<file path="src/hdl/multi_neuron_lif_ttfs_update_unit_defines.svh">
// assertion helpers shared by the rtl
`ifndef MULTI_NEURON_LIF_TTFS_UPDATE_UNIT_DEFINES_SVH
`define MULTI_NEURON_LIF_TTFS_UPDATE_UNIT_DEFINES_SVH

// same-cycle implication, checked outside reset
`define MNLT_ASSERT_NOW(label, ante, cons, msg) \
    label: assert property (@(posedge i_clk) disable iff (!i_rst_n) (ante) |-> (cons)) \
        else $error(msg);

// next-cycle implication, checked outside reset
`define MNLT_ASSERT_NEXT(label, ante, cons, msg) \
    label: assert property (@(posedge i_clk) disable iff (!i_rst_n) (ante) |=> (cons)) \
        else $error(msg);

`endif

</file>
<file path="src/hdl/mnlt_pkg.sv">
package mnlt_pkg;

    localparam int NEURON_COUNT_DEF = 256;

    localparam int MEM_W   = 24;
    localparam int REFR_W  = 16;
    localparam int WIN_W   = 16;
    localparam int CUR_W   = 16;
    localparam int IDX_W   = 8;
    localparam int KEEP_W  = 16;
    localparam int THR_W   = 23;
    localparam int CFG_W   = 23;
    localparam int CFGI_W  = 2;
    localparam int WORD_W  = MEM_W + REFR_W + WIN_W;
    localparam int PROD_W  = MEM_W + KEEP_W + 1;

    localparam logic [CFGI_W-1:0] CFG_WINDOW = 2'd0;
    localparam logic [CFGI_W-1:0] CFG_REFR   = 2'd1;
    localparam logic [CFGI_W-1:0] CFG_THR    = 2'd2;
    localparam logic [CFGI_W-1:0] CFG_KEEP   = 2'd3;

    localparam logic [WIN_W-1:0]  WINDOW_RST = 16'd1000;
    localparam logic [REFR_W-1:0] REFR_RST   = 16'd10;
    localparam logic [THR_W-1:0]  THR_RST    = 23'd128;
    localparam logic [KEEP_W-1:0] KEEP_RST   = 16'd58982;

    typedef enum logic [2:0] {
        ST_CLEAR,
        ST_IDLE,
        ST_READ,
        ST_MUL,
        ST_UPD
    } t_state;

    typedef struct packed {
        logic clear;
        logic capture;
        logic read;
        logic mult;
        logic update;
    } t_dp_cmd;

    typedef struct packed {
        logic clear_last;
    } t_dp_stat;

endpackage

</file>
<file path="src/hdl/mnlt_ctrl.sv">
module mnlt_ctrl (
    input  logic               i_clk,
    input  logic               i_rst_n,
    input  logic               i_start,
    input  mnlt_pkg::t_dp_stat i_stat,
    output mnlt_pkg::t_dp_cmd  o_cmd,
    output logic               o_busy
);
    import mnlt_pkg::*;

    t_state r_state;
    t_state n_state;

    always_ff @(posedge i_clk) begin
        if (!i_rst_n) begin
            r_state <= ST_CLEAR;
        end else begin
            r_state <= n_state;
        end
    end

    always_comb begin
        n_state = r_state;
        unique case (r_state)
            ST_CLEAR: if (i_stat.clear_last) n_state = ST_IDLE;
            ST_IDLE:  if (i_start) n_state = ST_READ;
            ST_READ:  n_state = ST_MUL;
            ST_MUL:   n_state = ST_UPD;
            ST_UPD:   n_state = ST_IDLE;
            default:  n_state = ST_CLEAR;
        endcase
    end

    always_comb begin
        o_cmd = '0;
        o_busy = 1'b1;
        unique case (r_state)
            ST_CLEAR: o_cmd.clear = 1'b1;
            ST_IDLE: begin
                o_busy = 1'b0;
                o_cmd.capture = i_start;
            end
            ST_READ:  o_cmd.read = 1'b1;
            ST_MUL:   o_cmd.mult = 1'b1;
            ST_UPD:   o_cmd.update = 1'b1;
            default:  o_cmd = '0;
        endcase
    end

endmodule

</file>
<file path="config.mk">
export PLATFORM = sky130hd
export DESIGN_NAME = mnlt_ctrl
export DESIGN_NICKNAME = d
export VERILOG_FILES = /design/src/hdl/multi_neuron_lif_ttfs_update_unit_defines.svh /design/src/hdl/mnlt_pkg.sv /design/src/hdl/mnlt_ctrl.sv
export SDC_FILE = /design/constraint.sdc
export NUM_CORES = 1
export LEC_CHECK = 0
export ABC_AREA = 1
export BUFFER_PORTS_ARGS = -buffer_cell sky130_fd_sc_hd__buf_2
export CORE_AREA = 2 2 39 41
export DETAILED_ROUTE_END_ITERATION = 12
export DIE_AREA = 0 0 41 43
export GPL_TIMING_DRIVEN = 0
export PLACE_DENSITY = 0.38
export RECOVER_POWER = 100
export SETUP_SLACK_MARGIN = 0.4
export SLEW_MARGIN = 5
export SYNTH_ARGS = -nofsm -noshare
export SYNTH_HDL_FRONTEND = slang
export SYNTH_SLANG_ARGS = --single-unit
</file>
<file path="constraint.sdc">
create_clock -name i_clk -period 2.1 [get_ports i_clk]
set_input_delay 0 -clock i_clk [delete_from_list [all_inputs] [get_ports i_clk]]
set_output_delay 0 -clock i_clk [all_outputs]
set_load 0.01 [all_outputs]
</file>
# Word level (Yosys, flattened, before mapping)
# Cells that the tools add are included.
# word_totals
register_bits	3
in_bits	4
out_inout_bits	6
wordCells	18
# op_classes
n_eq_ne	6
muxes	9
n_reduce_logical	2
# op_table
op	n
case mux 3 bit (5 select lines)	1
equality test 3 x 2 -> 1 bit (second input constant)	2
2-to-1 mux 1 bit	6
2-to-1 mux 3 bit	2
!= test 2 bit (second input constant)	2
equality test 3 x 1 -> 1 bit (second input constant)	1
equality test 3 bit (second input constant)	1
zero test 3 bit	1
AND reduction 2 bit	1

# Longest topological paths before layout
# depth
ltp_word	3
ltp_mapped	5
depth_no_buf	5

# Worst setup path after synthesis
# No wires, ideal clock.
# synth_path
path_type	reg-to-reg
from	register r_state[2]
to	register r_state[0]
setup_time_ps	114
t_arrival_ps	730
setup_slack_ps	1256
path_stages_with_launch	6
path_buffers	0
synth_period_minus_slack_ps	844
cell_sequence	dfxtp_1 -> inv_2 -> nand3_2 -> nor2_1 -> a21oi_1 -> nor2_1
# synth_between
elab_chain_cells	3
elab_cells_between_ends	9
# synth_rtl
item	line_no	text
start, declared	mnlt_ctrl.sv:11	t_state r_state;
start signal, assigned	mnlt_ctrl.sv:18	r_state <= n_state;
equality test 3 x 1 -> 1 bit / zero test 3 bit (equally long branches)	mnlt_ctrl.sv:24	unique case (r_state)
!= test 2 bit (no source line)	-	
AND reduction 2 bit (no source line)	-	
# Several ways; a longest one is shown, not always the timed one.
# A chain may end at the register's enable or synchronous reset.

==> results list <==
* Run status: complete, no violations
- By startpoint and endpoint, the worst setup path is classified as reg2out.
* Final total negative setup slack: 0 ns
- Total iterations of the first detailed-routing run: 4
- The number of clock buffers added by TritonCTS is 3.
- In this run the mean area of a mapped cell was 6.39 µm².
- Max-cap violations in this run came to 0.
* Post-Syn Instances: 28
- In this run the biggest area consumer among cell types represents 33.6% of the synthesized area.
- GPL Wtd Cong: 0.685
- Clock H-tree levels: 1
* Element type at the critical path end: output port
* Number of warnings issued by yosys: 0
- Per-cell via count in the routed design: 3.47
- Switching power share of the total: 31.1%
- The number of antenna diodes in the final layout is 0.
* Top-level port count: 10
- In this run the worst hold path is classified as in2reg.
- The number of hold-slack violations in the final timing report is 0.
- No sink is reached through more buffers than the 2 on the longest clock path.
- The die covers 1760 µm².
- The register with the most flip-flops in the layout has 3 of them.
* Worst setup SP type: flip-flop
- Registers are responsible for 30.8% of the overall power.
- In this run the standard cell core region covers 1380 µm².
- Clk sink count: 3
- Total of endpoints with negative setup slack in the final report: 0
- Clock latency reported for the late side of the worst-skew pair: 0.24 ns
- Post-CTS repair changed the size of 0 cells.
- Input and output buffers added on the ports amount to 9.
- STA puts the critical path data arrival time at 1.16 ns.
- Largest driver fanout on the critical path: 5
- From left edge to right edge, the die measures 41 µm.
- In this run the power spent charging and discharging nets is 68.8 µW.
- Area leader, netlist: sky130_fd_sc_hd__dfxtp_1
- Entering global routing, the biggest net connects 6 pins.
- IR analysis of the VDD net gives a maximum drop of 0.308 mV.
- The initial antenna violation count is 0.
- Layout area overhead: 44.1%
* Leading registers by flop count: r_state: 3 flops
- The first global-routing pass estimated 696 µm of wire.
- Site Rows: 14
- Slew Limit Fails: 0
- Clock network power share: 46.9%
- Slew at the pin closest to its max-slew limit: 0.192 ns
- In this run the clock root is driven by a sky130_fd_sc_hd__clkbuf_4.
- Clock transition time at the flip-flop clock pins of the worst setup and hold paths: 0.04 ns
- DP HPWL: 344 µm
- Number of remaining DRC errors: 0
- FILL cells: 167
* Cells taking the most area after synthesis: sky130_fd_sc_hd__dfxtp_1 (34%), sky130_fd_sc_hd__nor2_1 (15%), sky130_fd_sc_hd__inv_1 (10%)
- Based on the critical path, the design can be clocked at up to 862 MHz.
* Routed length per placed instance: 7.95 µm
- Overflow left after global routing: 0
- In this run the cell area of the synthesized design comes to 179 µm².
- Once the clock tree was built, the setup fixing pass inserted 0 buffers.
- Setup repair after global routing left no endpoint under its margin.
* Synthesized Nets: 32
* Worst slew margin relative to its limit: 87.1%
- Total routed wirelength: 453 µm
- TritonCTS clock tree: yes
- NumNets Final: 46
- Die Ht: 43 µm
- Power per Cell Area: 857 nW/µm²
- The first routing iteration left 8 violations.
* Cell-internal power: 152 µW
- Remaining antenna violation count after routing: 0
* Worst Skew: 0.00303 ns
- Count of unique library cells instantiated by Yosys: 13
* CTS hold repair buffers: 0
- Inst Count DP: 53
- The tightest hold path in the finished design has a slack of 0.0140 ns.
* Final std cells w/o fill: 57
* Cell leakage power: 0.126 nW
- Number of flip-flops and latches in the synthesized netlist: 3
- Initial cell density of the core: 12.9%
* Seq/Total Area, Yosys: 33.6%
* Share of layout cells above drive strength 1: 19.5%
- Shortest period the worst path allows: 1.16 ns
* Register-to-Register Setup Slack: 1.13 ns
* Total Routing Usage GR: 6.71%
- The via count of the first global-routing pass was 187.
- Vias: 198
* Final worst path period share: 55.2%
- Largest register by flop count: r_state
* CP required: 2.10 ns
* Logic pwr share: 22.3%
-- cell type report --
class	count	area [µm²]	area share, %
plain buffers	1	7.51	2.91
clock buffers	4	26.3	10.2
inverters	7	26.3	10.2
multi-input cells	17	80.1	31.1
flip-flops and latches	3	60.1	23.3
well taps	16	20.0	7.77
repair buffers	9	37.5	14.6
-- placed cells by master, fill, tap and decap left out --
cell and count:
sky130_fd_sc_hd__dfxtp_1 3, sky130_fd_sc_hd__buf_4 1, sky130_fd_sc_hd__nand3_1 3, sky130_fd_sc_hd__clkbuf_4 3, sky130_fd_sc_hd__clkbuf_1 7, sky130_fd_sc_hd__nand3b_1 1
sky130_fd_sc_hd__nand4_1 1, sky130_fd_sc_hd__nor3_1 1, sky130_fd_sc_hd__buf_2 3, sky130_fd_sc_hd__nor2_1 7, sky130_fd_sc_hd__nor4_1 1, sky130_fd_sc_hd__inv_2 1
sky130_fd_sc_hd__a21oi_1 2, sky130_fd_sc_hd__inv_1 6, sky130_fd_sc_hd__nand2_1 1
-- metal layers --
| metal | track usage [%] | share of wire [%] | wire length, µm | vias up |
|---|---|---|---|---|
| met5 | 0 | 0 | 0 | - |
| met4 | 6.00 | 0 | 0 | 0 |
| met3 | 6.28 | 9.7 | 44 | 0 |
| met2 | 7.81 | 38 | 172 | 9 |
| met1 | 6.69 | 52 | 237 | 75 |
| li1 | - | - | - | 114 |
-- stage by stage --
step           total power, mW  setup slack [ns]  cell area [µm²]  utilization [%]
2_1_floorplan            0.104              1.26              179                -
3_3_place_gp             0.122              1.18              244             17.6
3_5_place_dp             0.123              1.19              244             17.6
4_1_cts                  0.231             0.951              270             19.5
5_1_grt                  0.239             0.864              258             18.6
6_report                 0.221             0.940              258             18.6
-- power by group through the flow --
stage	logic (mW)	clock network, mW	registers, mW
after floorplan	0.0361	0	0.0680
after global placement	0.0531	0	0.0692
after detailed placement	0.0536	0	0.0692
after CTS	0.0538	0.109	0.0682
after global routing	0.0563	0.115	0.0684
final	0.0493	0.104	0.0680
-- worst paths after layout --
kind	from	endpoint	depth (start not counted)
min	i_rst_n	r_state[0]	3
max reg2reg	r_state[2]	r_state[0]	5
min reg2reg	r_state[2]	r_state[2]	1
max	r_state[0]	o_cmd[1]	4
-- worst max-delay path, stage by stage (launching register included) --
cell and delay, ns:
sky130_fd_sc_hd__dfxtp_1 0.39, sky130_fd_sc_hd__inv_1 0.09, sky130_fd_sc_hd__nor3_1 0.18, sky130_fd_sc_hd__buf_4 0.13
sky130_fd_sc_hd__clkbuf_1 0.14
-- Yosys cell counts --
cell	count
sky130_fd_sc_hd__a21oi_1	2
sky130_fd_sc_hd__buf_4	1
sky130_fd_sc_hd__dfxtp_1	3
sky130_fd_sc_hd__inv_1	5
sky130_fd_sc_hd__inv_2	2
sky130_fd_sc_hd__nand2_1	1
sky130_fd_sc_hd__nand3_1	2
sky130_fd_sc_hd__nand3_2	1
sky130_fd_sc_hd__nand3b_1	1
sky130_fd_sc_hd__nand4_1	1
sky130_fd_sc_hd__nor2_1	7
sky130_fd_sc_hd__nor3_1	1
sky130_fd_sc_hd__nor4_1	1
-- cells by family (layout without fill, tap and decap cells) --
| group | after synthesis | after routing | share of synthesized area, % |
|---|---|---|---|
| AND/OR/NAND/NOR | 15 | 15 | 42.0 |
| AO/OA/AOI/OAI | 2 | 2 | 5.59 |
| buffers and inverters | 8 | 21 | 18.9 |
| flip-flops | 3 | 3 | 33.6 |
No activity file was read; power rests on OpenSTA's default activity.
